**src/sv/egs_cmd_fifo.sv**
```systemverilog
`default_nettype none

module egs_cmd_fifo #(
	parameter int DW = 24
) (
	input  wire logic          clk,
	input  wire logic          arst_n,
	input  wire logic          push,
	input  wire logic [DW-1:0] push_data,
	output logic               push_ready,
	input  wire logic          pop,
	output logic [DW-1:0]      pop_data,
	output logic               pop_valid
);

	logic [DW-1:0] slot_q [2];
	logic          wr_ptr_q, rd_ptr_q;
	logic [1:0]    count_q;
	logic          do_push, do_pop;

	assign push_ready = (count_q != 2'd2);
	assign pop_valid  = (count_q != 2'd0);
	assign pop_data   = slot_q[rd_ptr_q];
	assign do_push    = push && push_ready;
	assign do_pop     = pop && pop_valid;

	// storage
	always_ff @(posedge clk) begin
		if (do_push) begin
			slot_q[wr_ptr_q] <= push_data;
		end
	end

	// pointers and fill level
	always_ff @(posedge clk or negedge arst_n) begin
		if (!arst_n) begin
			wr_ptr_q <= 1'b0;
			rd_ptr_q <= 1'b0;
			count_q  <= 2'd0;
		end else begin
			if (do_push) begin
				wr_ptr_q <= !wr_ptr_q;
			end
			if (do_pop) begin
				rd_ptr_q <= !rd_ptr_q;
			end
			if (do_push && !do_pop) begin
				count_q <= count_q + 2'd1;
			end else if (do_pop && !do_push) begin
				count_q <= count_q - 2'd1;
			end
		end
	end

endmodule

`default_nettype wire

```
**config.mk**
```make
export PLATFORM = sky130hd
export DESIGN_NAME = egs_cmd_fifo
export DESIGN_NICKNAME = d
export VERILOG_FILES = /design/src/sv/egs_cmd_fifo.sv
export SDC_FILE = /design/constraint.sdc
export NUM_CORES = 1
export LEC_CHECK = 0
export ABC_CLOCK_PERIOD_IN_PS = 2480
export BUFFER_PORTS_ARGS = -buffer_cell sky130_fd_sc_hd__buf_2
export CORE_MARGIN = 8
export CORE_UTILIZATION = 51
export CTS_CLUSTER_SIZE = 16
export DETAILED_ROUTE_END_ITERATION = 8
export GPL_ROUTABILITY_DRIVEN = 0
export PLACE_DENSITY = 0.78
export SKIP_CTS_REPAIR_TIMING = 1
export SYNTH_ARGS = -nofsm -noshare
export SYNTH_HDL_FRONTEND = slang
export SYNTH_SLANG_ARGS = --single-unit
```
**constraint.sdc**
```tcl
create_clock -name clk -period 2.48 [get_ports clk]
set_input_delay 0.248 -clock clk [delete_from_list [all_inputs] [get_ports clk]]
set_output_delay 0.248 -clock clk [all_outputs]
set_load 0.01 [all_outputs]
```
=== Yosys cells after proc, flatten, opt, wreduce, memory -nomap -nowiden ===
Memory sizes are Yosys's and may differ from the RTL's.
Cells that the tools add are included.

* Flip-flop bits (word level): 4
* Bits in latches: 0
* RAM bits: 48
* ROM bits: 0
* Input bits: 28
* Output and inout bits: 26
* Logic and storage cells: 21
* Memories kept: 1

* Add/subtract/negate cells: 2
* Multiply operators: 0
* Div/mod/pow operators: 0
* $lt $le $gt $ge: 0
* Eq/ne operators: 1
* Shift-type cells: 0
* Muxes and demuxes: 4
* Bitwise gates (word level): 0
* Reduce and logical (&&, ||, !) cells: 10

{| class="wikitable"
|+ Memories
! name !! words !! width !! rd ports !! clocked after Yosys merged registers in !! wr ports !! RTL line !! source
|-
| slot_q || 2 || 24 || 1 || 0 || 1 || 16 || <nowiki>logic [DW-1:0] slot_q [2];</nowiki>
|}

{| class="wikitable"
|+ Operators by type and width
! operator !! count
|-
| logical AND 1 bit || 4
|-
| logical NOT 1 bit || 4
|-
| 2-to-1 mux 2 bit || 2
|-
| nonzero test 2 bit || 2
|-
| adder 2 x 1 -> 2 bit (second input constant) || 1
|-
| 2-to-1 mux 1 bit || 2
|-
| inequality test 2 bit (second input constant) || 1
|-
| subtractor 2 x 1 -> 2 bit (second input constant) || 1
|}

=== Logic depth before layout (Yosys ltp) ===
* Depth after elaboration: 6
* Depth in mapped cells: 7
* Mapped depth without buffers: 7

=== Least setup slack after synthesis ===
OpenSTA, ideal clock, no wires.

* Kind: reg-to-reg
* Start: register count_q[0]
* End: memory slot_q[0][0] (enable)
* Library setup time: 0.405 ns
* Arrival: 1.724 ns
* Data required time: 2.075 ns
* Setup slack: 0.351 ns
* Stages on the path, launching flop included: 4
* Path buffers: 0
* Clock period less this slack: 2.129 ns
* Cells stage by stage: dfrtp_1 nand2b_1 nand2_1 nor2_1

* Cells in the longest elaborated chain, start to end: 4

{| class="wikitable"
|+ Ends and longest elaborated chain
! element !! RTL line !! source
|-
| from (decl) || 18 || <nowiki>logic [1:0] count_q;</nowiki>
|-
| from (signal assigned) || 48 || <nowiki>count_q <= count_q + 2'd1;</nowiki>
|-
| from (signal assigned) || 50 || <nowiki>count_q <= count_q - 2'd1;</nowiki>
|-
| inequality test 2 bit || 21 || <nowiki>assign push_ready = (count_q != 2'd2);</nowiki>
|-
| net push_ready || 10 || <nowiki>output logic push_ready,</nowiki>
|-
| logical AND 1 bit || 24 || <nowiki>assign do_push = push && push_ready;</nowiki>
|-
| 2-to-1 mux 1 bit || 29 || <nowiki>if (do_push) begin</nowiki>
|-
| 2-to-1 mux 1 bit (implied by the code) || 30 || <nowiki>slot_q[wr_ptr_q] <= push_data;</nowiki>
|-
| to (decl) || 16 ||
|}

The timed path passes the listed nets, and every way through them passes these cells.

=== Worst setup path in the final report ===
* Start: register rd_ptr_q
* End: output port pop_data[23]

* Cells in the longest elaborated chain, start to end: 1

{| class="wikitable"
|+ Ends and longest elaborated chain
! element !! RTL line !! source
|-
| from (decl) || 17 || <nowiki>logic wr_ptr_q, rd_ptr_q;</nowiki>
|-
| from (signal assigned) || 45 || <nowiki>rd_ptr_q <= !rd_ptr_q;</nowiki>
|-
| memory (2 x 24 bit) || n/a ||
|-
| to (decl) || 12 || <nowiki>output logic [DW-1:0] pop_data,</nowiki>
|}

No other way between the ends.

==> impl_summary.log <==
INFO  metric detail_route.wl_per_cell = 16.5 µm
INFO  metric htree_num_levels = 2
INFO  metric timing.critical_path.cells = buf_4, mux2_2, buf_2
INFO  metric drv_slew = 0
INFO  metric drt-vias-per-instance = 4.80
INFO  metric synthMostInstantiatedCell = edfxtp_1
INFO  metric synth_largest_type_area_fraction = 71.0%
INFO  metric final_cell_count_no_fill = 207
INFO  metric starting_density_of_the_core = 51.9%
INFO  metric cp_num_buf_inv = 2
INFO  metric grt_start_max_net_pins = 21
INFO  metric dp_cells = 198
INFO  metric cp_max_fo = 17
INFO  metric synth_cell_type_count = 16
INFO  metric die_height = 79.1 µm
INFO  metric setup.worst_path.class = reg2out
INFO  metric cts_num_sinks = 52
INFO  metric power.density_cell_area = 1120 nW/µm²
INFO  metric antennaDiodeCount = 0
INFO  metric clock.fmax = 583 MHz
INFO  metric tightestPinTransition = 0.285 ns
INFO  metric area.sequential = 1540 µm²
INFO  metric hold_violations = 0
INFO  metric avgSynthCellArea = 21.8 µm²
INFO  metric yosys_warnings = 0
INFO  metric num_vias = 994
INFO  metric post-route-min-period = 1.71 ns
INFO  metric drt-initial-drc-count = 77
INFO  metric postSynthRegisterBits = 52
INFO  metric wl = 3.42 mm
INFO  metric worstPathRequired = 2.23 ns
INFO  metric synth_fp_nets = 122
INFO  metric area_delta_synth_final = 20.5%
INFO  metric swShare = 29.3%
INFO  metric clock_tree.buffer_depth = 2
INFO  metric drv_cap = 0
INFO  metric critPathCaptureType = output pin
INFO  metric clk-insertion-delay-late = 0.30 ns
INFO  metric drtPass1Iterations = 2
INFO  metric multiInputGateArea = 437 µm²
INFO  metric core_region_area = 3910 µm²
INFO  metric crit_start_category = register
INFO  metric hpwlAfterDp = 2.63 mm
INFO  metric groute.usage.overall = 11.8%
INFO  metric final_layout_size_suffix_gt1_share = 57.3%
INFO  metric preCtsSetupSlack = 0.955 ns
INFO  metric fin_ws = 0.766 ns
INFO  metric fp_rows = 23
INFO  metric synthArstFlopShare = 7.69%
INFO  metric cell_taking_the_most_area_after_synthesis = edfxtp_1
INFO  metric power.share.sequential = 46.5%
INFO  metric final.setup.tns = 0 ns
INFO  metric synth_seq_area_share = 75.9%
INFO  metric via_count_of_the_first_global_routing_pass = 1,144
INFO  metric timing.critical_path.arrival = 1.47 ns
INFO  metric num-nets-final = 185
INFO  metric power.switching = 804 µW
INFO  metric grt_setup_unrepaired = no
INFO  metric placement.io_buffers = 53
INFO  metric antenna_found_initial = 0
INFO  metric critical-path-top-delay-family = buffers and inverters
INFO  metric detail_route.drc_violations = 0
INFO  metric cts.clk_slew.worst_paths = 0.08 ns
INFO  metric relSlewSlack = 81.0%
INFO  metric setup_viol_count_final = 0
INFO  metric synth_edf_count = 48
INFO  metric cts_buffers = 5
INFO  metric floorplan.die_area = 6260 µm²
INFO  metric slowest_cell_on_crit_path = mux2_2
INFO  metric final.fill_count = 305
INFO  metric vdd_drop_max = 0.000779 V
INFO  metric cts_tree = built
INFO  metric synthesis.area = 2030 µm²
INFO  metric die_width = 79.1 µm
INFO  metric final_antenna_net_count = 0
INFO  metric pin_count = 54
INFO  metric cellLeakagePower = 0.00100 µW
INFO  metric most_instantiated_flip_flop_cell_in_the_synthesis_netlist = edfxtp_1
INFO  metric design_power_total = 2750 µW
INFO  metric overflow = 0
INFO  metric synth_top_cells_by_count = edfxtp_1, mux2_4, mux2_2
INFO  metric synth_area_leaders = edfxtp_1, mux2_4, dfrtp_1
INFO  metric combPwrFrac = 36.6%
INFO  metric run_status = finished, final reports clean
INFO  metric grt_first_pass_wirelength = 5.51 mm
INFO  metric final.period_utilization = 69.1%
INFO  metric cts_root_buffer = clkbuf_8
INFO  metric clockPowerShare = 16.9%
INFO  metric cellInternalPower = 1940 µW
INFO  metric slowest_delay = 0.39 ns
INFO  metric fin_skew = 0.00558 ns
INFO  metric hold_slack = 0.136 ns
INFO  metric netlist_instances = 93
INFO  metric hp-class = in2reg
placed cells by master, fill, tap and decap left out, drive strengths merged, types with 2 or more instances in the layout:
master	count
edfxtp	48
xor2	2
mux2	24
nor2	2
buf	58
clkbuf	7
dfrtp	4
nand2	2
xnor2	3
power by group through the flow:
stage | Combinational (µW) | Sequential (µW) | Clock (µW)
global placement | 998 | 1280 | 0
floorplan | 761 | 1280 | 0
detailed placement | 1020 | 1300 | 0
CTS | 1030 | 1280 | 482
global route | 1090 | 1300 | 512
finish | 1000 | 1280 | 465
state kept, by name, summed over array words and instances, names as in the netlist:
register and count:
slot_q 48, count_q 2, rd_ptr_q 1, wr_ptr_q 1
worst paths after layout:
path / endpoint / cells past startpoint / from / slack [ns]
max: pop_data[23] / 3 / rd_ptr_q / 0.77
min: slot_q[1][14] / 1 / push_data[14] / 0.14
max reg2reg: count_q[1] / 7 / count_q[0] / 0.94
min reg2reg: count_q[1] / 1 / count_q[1] / 0.51
max in group asynchronous: wr_ptr_q / 2 / arst_n / 2.08
min in group asynchronous: count_q[0] / 2 / arst_n / 0.28
logic make-up (layout without fill, tap and decap cells):
| kind of cell | Yosys count | in the layout | synth area share, % |
|---|---|---|---|
| mux | 24 | 24 | 16.8 |
| flops | 52 | 52 | 75.9 |
| buf+inv | 4 | 68 | 2.71 |
| simple gates | 7 | 7 | 1.79 |
| fa+ha+maj | 1 | 1 | 0.616 |
| xor+xnor | 5 | 5 | 2.16 |
final cells by class:
cell class                      instances  share of cell area [%]
Tap cell                               50                    2.56
Multi-Input combinational cell         37                    17.8
Sequential cell                        52                    63.0
Inverter                                1                   0.153
Clock inverter                          1                   0.153
Clock buffer                            7                    3.53
Timing Repair Buffer                   59                    12.8
worst register-to-register path, cell delays in order, from the launching register on:
cell,delay [ns]
dfrtp_1,0.42
nand2b_1,0.19
nand2_1,0.15
inv_1,0.06
ha_1,0.21
xor2_1,0.14
nor2_1,0.12
xor2_1,0.17
stage by stage:
step | utilization [%] | cell area [µm²]
after floorplan | - | 2030
after global placement | 60.0 | 2350
after detailed placement | 60.0 | 2350
after CTS | 62.3 | 2440
after global routing | 62.5 | 2450
final | 62.5 | 2450
per-layer routing:
| metal | vias up | routed length, µm | track usage [%] | part of all wire (%) |
|---|---|---|---|---|
| met2 | 40 | 1630 | 18.7 | 48 |
| met3 | 7 | 327 | 5.42 | 9.6 |
| met4 | 0 | 42 | 5.56 | 1.2 |
| met1 | 473 | 1420 | 13.2 | 42 |
| met5 | - | 0 | 0 | 0 |
| li1 | 474 | - | - | - |
No activity file was read; power rests on OpenSTA's default activity.
