<file path="src/sv/egs_pkg.sv">
`default_nettype none

package egs_pkg;

	// fixed field widths
	localparam int PIX_W  = 8;
	localparam int CFG_W  = 11;
	localparam int GRAD_W = 11;   // signed gradient, holds +-1020
	localparam int SUM_W  = 11;   // |a| + |b|, at most 2040

	localparam logic [PIX_W-1:0] PIX_MAX          = 8'd255;
	localparam logic [CFG_W-1:0] LINE_WIDTH_RST   = 11'd640;
	localparam logic [CFG_W-1:0] FRAME_HEIGHT_RST = 11'd480;

	// register indexes
	typedef logic [1:0] egs_reg_idx_t;
	localparam egs_reg_idx_t REG_MODE         = 2'd0;
	localparam egs_reg_idx_t REG_LINE_WIDTH   = 2'd1;
	localparam egs_reg_idx_t REG_FRAME_HEIGHT = 2'd2;

	typedef enum logic [1:0] {
		MODE_SOBEL,
		MODE_PREWITT,
		MODE_ROBERTS,
		MODE_LAPLACE
	} egs_mode_t;

	// frame geometry as seen by the front, with a restart pulse on a size write
	typedef struct packed {
		logic [CFG_W-1:0] line_width;
		logic [CFG_W-1:0] frame_height;
		logic             restart;
	} egs_size_t;

	// one window step issued by the front
	typedef struct packed {
		logic             is_pixel;   // bottom row from input, line buffers updated
		logic             top_dup;    // first image row: top row copies the middle
		logic             eval;       // a centre completes on this step
		logic             left_dup;   // left column replicated from the middle one
		logic             right_dup;  // right column replicated from the middle one
		logic             last;       // result closes the frame
		logic [PIX_W-1:0] pixel;
	} egs_cmd_t;

	// one window column, top to bottom
	typedef struct packed {
		logic [PIX_W-1:0] top;
		logic [PIX_W-1:0] mid;
		logic [PIX_W-1:0] bot;
	} egs_col_t;

endpackage

`default_nettype wire

</file>
<file path="src/sv/egs_ifs.sv">
`default_nettype none

// pixel stream
interface egs_pix_if;
	logic                      valid;
	logic                      ready;
	logic [egs_pkg::PIX_W-1:0] pixel;
	logic                      flush;

	modport source (output valid, output pixel, output flush, input ready);
	modport sink (input valid, input pixel, input flush, output ready);
endinterface


`default_nettype wire

</file>
<file path="src/sv/egs_front.sv">
`default_nettype none

module egs_front #(
	parameter int MAX_LINE_WIDTH   = 1024,
	parameter int MAX_FRAME_HEIGHT = 1024
) (
	input  wire logic                                clk,
	input  wire logic                                arst_n,
	egs_pix_if.sink                                  pixels,
	input  wire egs_pkg::egs_size_t                  size,
	output logic                                     push,
	output egs_pkg::egs_cmd_t                        push_cmd,
	output logic [$clog2(MAX_LINE_WIDTH)-1:0]        push_addr,
	input  wire logic                                push_ready
);

	localparam int CW = $clog2(MAX_LINE_WIDTH);
	localparam int RW = $clog2(MAX_FRAME_HEIGHT + 2);

	logic [CW-1:0] col_q;
	logic [RW-1:0] row_q;
	logic          drain_q;   // frame fully received, owed results go out

	logic [CW-1:0] wm1;
	logic [RW-1:0] hm1;
	logic          w_one;
	logic          col_first, col_second, row_one, row_ge1, row_ge2;
	logic          hit_here, row_end, frame_end_row, final_pos;
	logic          internal, take, drop;

	// effective sizes, clamped to 1..max
	always_comb begin
		if (size.line_width == '0) begin
			wm1 = '0;
		end else if (32'(size.line_width) > 32'(MAX_LINE_WIDTH)) begin
			wm1 = CW'(MAX_LINE_WIDTH - 1);
		end else begin
			wm1 = CW'(size.line_width - 1'b1);
		end
		if (size.frame_height == '0) begin
			hm1 = '0;
		end else if (32'(size.frame_height) > 32'(MAX_FRAME_HEIGHT)) begin
			hm1 = RW'(MAX_FRAME_HEIGHT - 1);
		end else begin
			hm1 = RW'(size.frame_height - 1'b1);
		end
	end

	// raster position decode
	assign w_one         = (wm1 == '0);
	assign col_first     = (col_q == '0);
	assign col_second    = (col_q == CW'(1));
	assign row_one       = (row_q == RW'(1));
	assign row_ge1       = (row_q != '0);
	assign row_ge2       = (row_q > RW'(1));
	assign hit_here      = col_first ? row_ge2 : row_ge1;
	assign row_end       = (col_q == wm1);
	assign frame_end_row = (row_q == hm1);
	assign final_pos     = (row_q == hm1 + RW'(2));

	// a drain step that completes no centre runs without taking an item
	assign internal     = drain_q && !hit_here;
	assign pixels.ready = push_ready && !internal;
	assign take         = pixels.valid && pixels.ready;
	assign drop         = take && !drain_q && pixels.flush;
	assign push         = (take && !drop) || (internal && push_ready);

	// step command
	always_comb begin
		push_cmd.is_pixel  = !drain_q;
		push_cmd.top_dup   = row_one;
		push_cmd.eval      = hit_here;
		push_cmd.left_dup  = col_first ? w_one : col_second;
		push_cmd.right_dup = col_first;
		push_cmd.last      = drain_q && final_pos;
		push_cmd.pixel     = pixels.pixel;
	end
	assign push_addr = col_q;

	// position and phase
	always_ff @(posedge clk or negedge arst_n) begin
		if (!arst_n) begin
			col_q   <= '0;
			row_q   <= '0;
			drain_q <= 1'b0;
		end else if (size.restart) begin
			col_q   <= '0;
			row_q   <= '0;
			drain_q <= 1'b0;
		end else if (push) begin
			if (drain_q && final_pos) begin
				col_q   <= '0;
				row_q   <= '0;
				drain_q <= 1'b0;
			end else if (row_end) begin
				col_q <= '0;
				row_q <= row_q + RW'(1);
				if (!drain_q && frame_end_row) begin
					drain_q <= 1'b1;
				end
			end else begin
				col_q <= col_q + CW'(1);
			end
		end
	end

endmodule

`default_nettype wire

</file>
<file path="src/flat_wrapper.sv">
// flat-port wrapper written by rule: the top's interface ports become plain ports
module egs_front_flat 
#(
	parameter int MAX_LINE_WIDTH   = 1024,
	parameter int MAX_FRAME_HEIGHT = 1024
)
  (clk, arst_n, size, push, push_cmd, push_addr, push_ready, pixels_valid, pixels_pixel, pixels_flush, pixels_ready);
  egs_pix_if pixels_i ();
  input  wire logic clk;
  input  wire logic arst_n;
  input  wire egs_pkg::egs_size_t size;
  output logic push;
  output egs_pkg::egs_cmd_t push_cmd;
  output logic [$clog2(MAX_LINE_WIDTH)-1:0] push_addr;
  input  wire logic push_ready;
  input wire logic [$bits(pixels_i.valid)-1:0] pixels_valid;
  input wire logic [$bits(pixels_i.pixel)-1:0] pixels_pixel;
  input wire logic [$bits(pixels_i.flush)-1:0] pixels_flush;
  output wire logic [$bits(pixels_i.ready)-1:0] pixels_ready;
  assign pixels_i.valid = pixels_valid;
  assign pixels_i.pixel = pixels_pixel;
  assign pixels_i.flush = pixels_flush;
  assign pixels_ready = pixels_i.ready;
  egs_front #(.MAX_LINE_WIDTH(MAX_LINE_WIDTH), .MAX_FRAME_HEIGHT(MAX_FRAME_HEIGHT)) u_core (.clk(clk), .arst_n(arst_n), .pixels(pixels_i), .size(size), .push(push), .push_cmd(push_cmd), .push_addr(push_addr), .push_ready(push_ready));
endmodule
</file>
<file path="config.mk">
export PLATFORM = sky130hd
export DESIGN_NAME = egs_front_flat
export DESIGN_NICKNAME = d
export VERILOG_FILES = /design/src/sv/egs_pkg.sv /design/src/sv/egs_ifs.sv /design/src/sv/egs_front.sv /design/src/flat_wrapper.sv
export SDC_FILE = /design/constraint.sdc
export NUM_CORES = 1
export LEC_CHECK = 0
export BUFFER_PORTS_ARGS = -buffer_cell sky130_fd_sc_hd__buf_4
export CAP_MARGIN = 20
export CORE_ASPECT_RATIO = 0.9
export CORE_MARGIN = 2
export CORE_UTILIZATION = 50
export CTS_BUF_LIST = sky130_fd_sc_hd__clkbuf_2
export CTS_CLUSTER_DIAMETER = 50
export CTS_CLUSTER_SIZE = 40
export DETAILED_ROUTE_END_ITERATION = 7
export HOLD_SLACK_MARGIN = 0.05
export PLACE_DENSITY = 0.83
export SKIP_CTS_REPAIR_TIMING = 1
export SLEW_MARGIN = 30
export SYNTH_ARGS = -nofsm -noshare
export SYNTH_HDL_FRONTEND = slang
export SYNTH_SLANG_ARGS = --single-unit
</file>
<file path="constraint.sdc">
create_clock -name clk -period 6.3 [get_ports clk]
set_clock_uncertainty 0.05 [all_clocks]
set_input_delay 0.945 -clock clk [delete_from_list [all_inputs] [get_ports clk]]
set_output_delay 0.945 -clock clk [all_outputs]
set_load 0.01 [all_outputs]
</file>
Yosys cells after proc, flatten, opt, wreduce, memory -nomap -nowiden
Cells that the tools add are included.
{"block": "classes", "n_reduce_logical": 24, "n_mux": 19, "order_cmp": 3, "addsub": 5, "n_eq_ne": 5}
{"cell": "2-to-1 mux 11 bit", "count": 6}
{"cell": "2-to-1 mux 10 bit", "count": 6}
{"cell": "equality test 11 bit", "count": 2}
{"cell": "greater-than comparator 11 bit (second input constant)", "count": 2}
{"cell": "zero test 11 bit", "count": 2}
{"cell": "zero test 10 bit", "count": 2}
{"cell": "adder 11 x 1 -> 11 bit (second input constant)", "count": 1}
{"cell": "adder 11 x 2 -> 11 bit (second input constant)", "count": 1}
{"cell": "equality test 11 x 1 -> 1 bit (second input constant)", "count": 1}
{"cell": "greater-than comparator 11 x 1 -> 1 bit (second input constant)", "count": 1}
{"cell": "nonzero test 11 bit", "count": 1}
{"cell": "subtractor 11 x 1 -> 11 bit (second input constant)", "count": 1}
{"cell": "adder 10 x 1 -> 10 bit (second input constant)", "count": 1}
{"cell": "equality test 10 x 1 -> 1 bit (second input constant)", "count": 1}
{"cell": "equality test 10 bit", "count": 1}
{"cell": "subtractor 10 x 1 -> 10 bit (second input constant)", "count": 1}
{"cell": "logical AND 1 bit", "count": 9}
{"cell": "2-to-1 mux 1 bit", "count": 7}
{"cell": "nonzero test 3 bit", "count": 2}
{"cell": "zero test 1 bit", "count": 4}
{"cell": "AND reduction 3 bit", "count": 1}
{"cell": "AND reduction 2 bit", "count": 1}
{"cell": "nonzero test 2 bit", "count": 1}
{"cell": "logical OR 1 bit", "count": 1}
{"block": "totals", "out_inout_bits": 26, "ff_bits": 22, "in_bits": 36, "word_cells": 59}

Depth between registers and ports, before layout
Gate-level depths: netlist of the first run.
{"block": "logic_depth", "word_depth": 14, "ltp_mapped": 20, "mapped_depth_nobuf": 15}

Worst setup path before layout of the first run
OpenSTA, ideal clock, no wires.
{"block": "synth_timing", "path_type": "in2out", "startpoint": "input port size[1] in the netlist's numbering", "endpoint": "output port push_cmd[8] in the netlist's numbering", "stages": 16, "setup_slack_ns": 1.265, "path_buffers": 3, "arrival_ns": 4.040, "required_time_ns": 5.305, "cell_sequence": "inv_1 -> ha_1 -> nor2b_1 -> clkbuf_1 -> nand3_1 -> clkbuf_1 -> nand2_1 -> nand2_1 -> ha_1 -> buf_1 -> xnor2_1 -> or3_1 -> a2111o_1 -> a2111oi_4 -> nand4_1 -> inv_1"}
{"item": "from (decl)", "line_no": "flat_wrapper.sv:11", "text": "input wire egs_pkg::egs_size_t size;"}
{"item": "to (decl)", "line_no": "flat_wrapper.sv:13", "text": "output egs_pkg::egs_cmd_t push_cmd;"}

==> results of run 1 <==
## kinds of logic (layout without fill, tap and decap cells)
family,count (synthesis),count (layout)
flops,22,22
mux,9,9
xor+xnor,33,33
simple gates,190,190
compound gates,97,97
fa+ha+maj,11,11
buf+inv,62,74
## cell type report
cell class / instances / area [um^2] / share of cell area
clock buffer: 3 / 15.01 / 0.004348
clock inverter: 1 / 3.754 / 0.001087
inverter: 23 / 86.33 / 0.02500
multi-input combinational: 340 / 2336 / 0.6764
sequential: 22 / 550.5 / 0.1594
tap: 87 / 108.9 / 0.03152
timing repair buffer: 47 / 352.8 / 0.1022
## sequential cells by signal (all words and copies together), names as in the netlist
signal	cells
u_core.drain_q	1
u_core.row_q	11
u_core.push_addr	10
## report_power, final
part | internal, uW | switching [uW]
clock network | 13.8 | 42.1
logic | 47.6 | 73.9
registers | 142 | 1.39
total | 203 | 117
## critical path: cells and delay by family
family,cells,cell delay (ps)
xor gates and xnor gates,1,170
buffers and inverters,5,730
and+or+nand+nor,5,1280
AOI/OAI and AO/OA,3,880
adders and majority gates,2,590
## through the flow
stage | cells | worst slack (ps) | cell area [um^2] | hold WS (ps)
final | 523 | 688.5 | 3453 | 421.2
after global placement | 519 | 928.1 | 3435 | 467.0
after detailed placement | 519 | 753.6 | 3435 | 479.7
after global routing | 523 | 454.0 | 3453 | 400.0
after CTS | 523 | 744.0 | 3453 | 415.9
after floorplan | 424 | 1265 | 3202 | 430.5
## per-layer routing
| layer | track usage | vias to the layer above | wire [um] |
|---|---|---|---|
| met5 | 0 | - | 0 |
| li1 | - | 1590 | - |
| met2 | 0.3857 | 167 | 3807 |
| met3 | 0.02585 | 18 | 687 |
| met4 | 0.06515 | 0 | 140 |
| met1 | 0.3538 | 1565 | 3786 |
## layout by cell type (no fill, tap or decap), types with 4 or more instances in the layout
| cell | instances |
|---|---|
| xnor2_1 | 22 |
| a31oi_1 | 5 |
| o31ai_1 | 11 |
| or3_1 | 9 |
| nor3_1 | 26 |
| a21oi_2 | 5 |
| nand2b_1 | 11 |
| a21boi_0 | 5 |
| nand2_1 | 38 |
| dfrtp_1 | 22 |
| nand4_1 | 8 |
| and3_1 | 7 |
| o21ai_0 | 12 |
| nor4_1 | 11 |
| buf_4 | 47 |
| mux2i_1 | 9 |
| ha_1 | 9 |
| and4_1 | 4 |
| nand3_1 | 15 |
| nor2_1 | 29 |
| nor2b_1 | 7 |
| o41ai_1 | 6 |
| xor2_1 | 11 |
| inv_1 | 23 |
| a21oi_1 | 11 |
## worst max path at each step
stage,to,slack [ps],start
2_1_floorplan,push_cmd[8],1270,size[1]
3_3_place_gp,push_cmd[8],930,size[1]
3_5_place_dp,push_cmd[8],750,size[1]
4_1_cts,push_cmd[8],740,size[1]
5_1_grt,push_cmd[8],450,size[1]
6_report,push_cmd[8],690,size[1]
==> impl_metrics.py, run 1 <==
metrics = {
    "worst_hold_path": {
        "worst_hold_path_type": "input port to async pin",
    },
    "route": {
        "drtIter0Drc": 372,
        "antenna_left": 0,
        "drc": 0,
        "drt-total-wl_mm": 8.420,
        "routed_via_density": 6.386,
        "avgRoutedWirePerCell_um": 16.10,
        "vias": 3340,
        "firstDrtPassIters": 5,
    },
    "sta": {
        "tns_ps": 0,
        "period_needed_ps": 5611,
        "finalSetupViolCount": 0,
        "drv_slew": 0,
        "worstMarginPinSlew_ps": 843.1,
        "rsz0062_at_grt": "no",
        "fin_crit_sh": 0.8907,
        "finalHoldViolCount": 0,
        "fmax_mhz": 178.2,
        "timing.slew.headroom": 0.4362,
    },
    "yosys": {
        "netlist_instances": 424,
        "syn-num-nets": 469,
        "synth_top_cell_area_share": 0.1719,
        "netlist_top_cells_count": "nand2_1, nor2_1, nor3_1, inv_1",
        "synth-xor-area-share": 0.09027,
        "synth_cell_type_count": 77,
        "synth-main-ff-cell": "dfrtp_1",
        "synth.area.top_cells": "dfrtp_1, xnor2_1, nand2_1",
        "synth_warnings": 0,
        "synth_edf_count": 0,
        "synthesis.area_um2": 3202,
        "async_reset_ff_frac": 1.000,
        "syn_avg_cell_area_um2": 7.551,
        "synth_top_family_by_area": "simple AND/OR/NAND/NOR gates",
        "yosysSeqAreaShare": 0.1719,
        "synth_compound_area_frac": 0.2431,
        "synth-seq-cells": 22,
        "synthMuxAreaShare": 0.02814,
        "yosys.area.top_type": "dfrtp_1",
        "synthSimpleGateAreaFrac": 0.3267,
        "synth.most_common_cell": "nand2_1",
        "synthAdderAreaFrac": 0.04142,
    },
    "global_route": {
        "track_usage": 0.2447,
        "antenna_found_initial": 0,
        "grt_pass1_wl_mm": 14.18,
        "grt_max_degree": 30,
        "grt_pass1_vias": 3098,
        "overflow": 0,
    },
    "worst_setup_path": {
        "cp_cell_sequence": "buf_4, inv_1, ha_1, nor2b_1, nand3_1, buf_4, nor2_1, a21oi_1, ha_1, xnor2_1, or3_1, a2111o_1, a2111oi_4, nand4_1, inv_1, buf_4",
        "r2r_cells": 8,
        "crit_slowest_cell": "a2111o_1",
        "crit_top_cell": "buf_4",
        "cp-end-kind": "output port",
        "crit_path_start_kind": "input port",
        "worstPathMaxFanout": 16,
        "path_class": "input port to output port",
        "critPathRequiredTime_ps": 5300,
        "regToRegEndpoint": "u_core.row_q[2]",
        "rr_startpoint": "u_core.push_addr[3]",
        "slowest_delay_ps": 450,
        "regToRegSetupSlack_ps": 2740,
        "crit_arrival_ps": 4620,
    },
    "layout": {
        "layout.nets": 482,
        "fillers": 590,
        "syn2layout_area_growth_pct": 7.855,
        "fin_util": 0.5617,
        "drive_gt1_frac": 0.1674,
        "antenna_cells": 0,
    },
    "pwr": {
        "power.total_uw": 320.7,
        "p_leak_uw": 0.001351,
        "peakVddDrop_mv": 0.05458,
        "power_density_nw_per_um2": 92.87,
    },
    "job": {
        "maxCapViolations": 0,
    },
    "clocking": {
        "cts_max_level": 1,
        "clk_pin_slew_ps": 210,
        "cts_root_buffer": "clkbuf_2",
        "clk_latency_ps": 320,
        "cts.sinks": 22,
        "numCtsBuffers": 3,
        "cts_buffer_depth": 2,
        "tritoncts": "done",
    },
    "die": {
        "pin_count": 62,
        "die_w_um": 88.35,
        "dieArea_um2": 7060,
        "row_count": 27,
        "coreArea_um2": 6148,
        "die_h_um": 79.92,
        "start_util": 0.5208,
    },
    "run_status": {
        "status": "completed",
    },
    "place": {
        "hpwl_mm": 6.497,
        "portBuffers": 45,
        "place.gp.congestion": 0.9590,
    },
}
Note: power is estimated with default switching activity, not from simulation.
==> inputs of run 2 (changes only) <==
Clock period 6.3 ns to 5.4 ns, I/O delays scaled along.
==> impl_metrics.py, run 2 (synthesized netlist as in run 1, its figures left out) <==
metrics = {
    "pwr": {
        "p_leak_uw": 0.001372,
        "peakVddDrop_mv": 0.05529,
        "power_frac_comb": 0.377,
        "swShare": 0.3667,
        "clkPwrFrac": 0.179,
        "switchingPower_uw": 138.2,
        "power.total_uw": 376.8,
        "power_density_nw_per_um2": 108.2,
        "internal-power_uw": 238.7,
        "seqPwrFrac": 0.443,
    },
    "die": {
        "die_w_um": 88.35,
        "coreArea_um2": 6148,
        "die_h_um": 79.92,
        "start_util": 0.5208,
        "row_count": 27,
        "pin_count": 62,
        "dieArea_um2": 7060,
    },
    "sta": {
        "fmax_mhz": 196.0,
        "period_needed_ps": 5102,
        "tns_ps": 0,
        "finalHoldViolCount": 0,
        "rsz0062_at_grt": "no",
        "fin_crit_sh": 0.9447,
        "fin_ws_ps": 298.5,
        "finalSetupViolCount": 0,
        "worstMarginPinSlew_ps": 780.4,
        "timing.slew.headroom": 0.4797,
        "drv_slew": 0,
    },
    "clocking": {
        "cts_root_buffer": "clkbuf_2",
        "tritoncts": "done",
        "cts.sinks": 22,
        "numCtsBuffers": 3,
        "clk_latency_ps": 340,
        "clk_pin_slew_ps": 210,
        "cts_max_level": 1,
        "cts_buffer_depth": 2,
    },
    "run_status": {
        "status": "completed",
    },
    "worst_setup_path": {
        "crit_path_start_kind": "input port",
        "critPathRequiredTime_ps": 4540,
        "r2r_cells": 8,
        "crit_arrival_ps": 4240,
        "path_class": "input port to output port",
        "cp-end-kind": "output port",
        "worstPathMaxFanout": 11,
    },
    "worst_hold_path": {
        "worst_hold_path_type": "input port to async pin",
    },
    "route": {
        "antenna_left": 0,
        "drtIter0Drc": 311,
        "firstDrtPassIters": 5,
        "vias": 3299,
        "avgRoutedWirePerCell_um": 15.66,
        "routed_via_density": 6.260,
        "drt-total-wl_mm": 8.254,
        "drc": 0,
    },
    "layout": {
        "antenna_cells": 0,
        "largest_reg_flops": 11,
        "finalInstanceArea_um2": 3483,
        "mostFrequentLayoutCell": "buf_4",
        "layout_common_cells": "buf_4, nand2_1, nor2_1",
        "top_register": "u_core.row_q",
        "fin_util": 0.5665,
        "syn2layout_area_growth_pct": 8.792,
        "drive_gt1_frac": 0.1750,
        "layout.nets": 486,
    },
    "place": {
        "dp_slack_ps": 386.5,
        "place.gp.congestion": 0.9278,
        "portBuffers": 45,
        "dpl_cell_area_um2": 3465,
        "hpwl_mm": 6.400,
    },
    "global_route": {
        "grt_pass1_wl_mm": 13.53,
        "grt_pass1_vias": 2916,
        "track_usage": 0.2340,
        "overflow": 0,
        "grt_max_degree": 24,
        "antenna_found_initial": 0,
    },
    "job": {
        "maxCapViolations": 0,
    },
}
-- run 2: changes by cell type in the layout (fill, tap and decap cells not counted), sizes merged --
cell,previous run,this run
buf,47,51
-- run 2: layer usage --
metal / track usage / share of wire / up-vias
li1: - / - / 1598
met1: 0.3456 / 0.47 / 1546
met2: 0.3519 / 0.44 / 136
met3: 0.02999 / 0.075 / 19
met4: 0.07121 / 0.023 / 0
met5: 0 / 0 / -
-- run 2: cell type report --
cell class,count,area (um^2)
inverter,23,86.33
sequential,22,550.5
multi-input combinational,340,2336
timing repair buffer,51,382.9
fill,584,2665
tap,87,108.9
clock buffer,3,15.01
clock inverter,1,3.754
-- run 2: stage by stage --
step | hold WS [ps] | std cells
2_1_floorplan | 430.5 | 424
3_3_place_gp | 489.0 | 523
3_5_place_dp | 494.7 | 523
4_1_cts | 257.8 | 527
5_1_grt | 255.3 | 527
6_report | 257.6 | 527
-- run 2: path summary, 6_finish.rpt --
path / from / to / slack, ps
min reg2reg: u_core.drain_q / u_core.drain_q / 540
max: size[1] / push_cmd[8] / 300
min in group clk: u_core.drain_q / u_core.drain_q / 540
max in group asynchronous: arst_n / u_core.drain_q / 4810
max reg2reg: u_core.push_addr[3] / u_core.row_q[2] / 1830
min: arst_n / u_core.push_addr[2] / 260
-- run 2: power groups by stage --
| stage | logic, uW | clock network, uW | registers, uW |
|---|---|---|---|
| floorplan | 99.7 | 0 | 170 |
| global placement | 136 | 0 | 170 |
| detailed placement | 139 | 0 | 170 |
| CTS | 140 | 70.7 | 167 |
| global route | 156 | 77.2 | 167 |
| finish | 142 | 67.5 | 167 |
-- run 2: critical path, cell delays in order --
cell and delay, ps:
buf_4 130, inv_1 110, ha_1 290, nor2b_1 220, nand3_1 210, buf_4 240
nand2_1 70, nand2_1 60, ha_1 320, xnor2_1 180, or3_1 360, a2111o_1 440
a2111oi_4 330, nand4_1 190, inv_1 140, buf_4 140
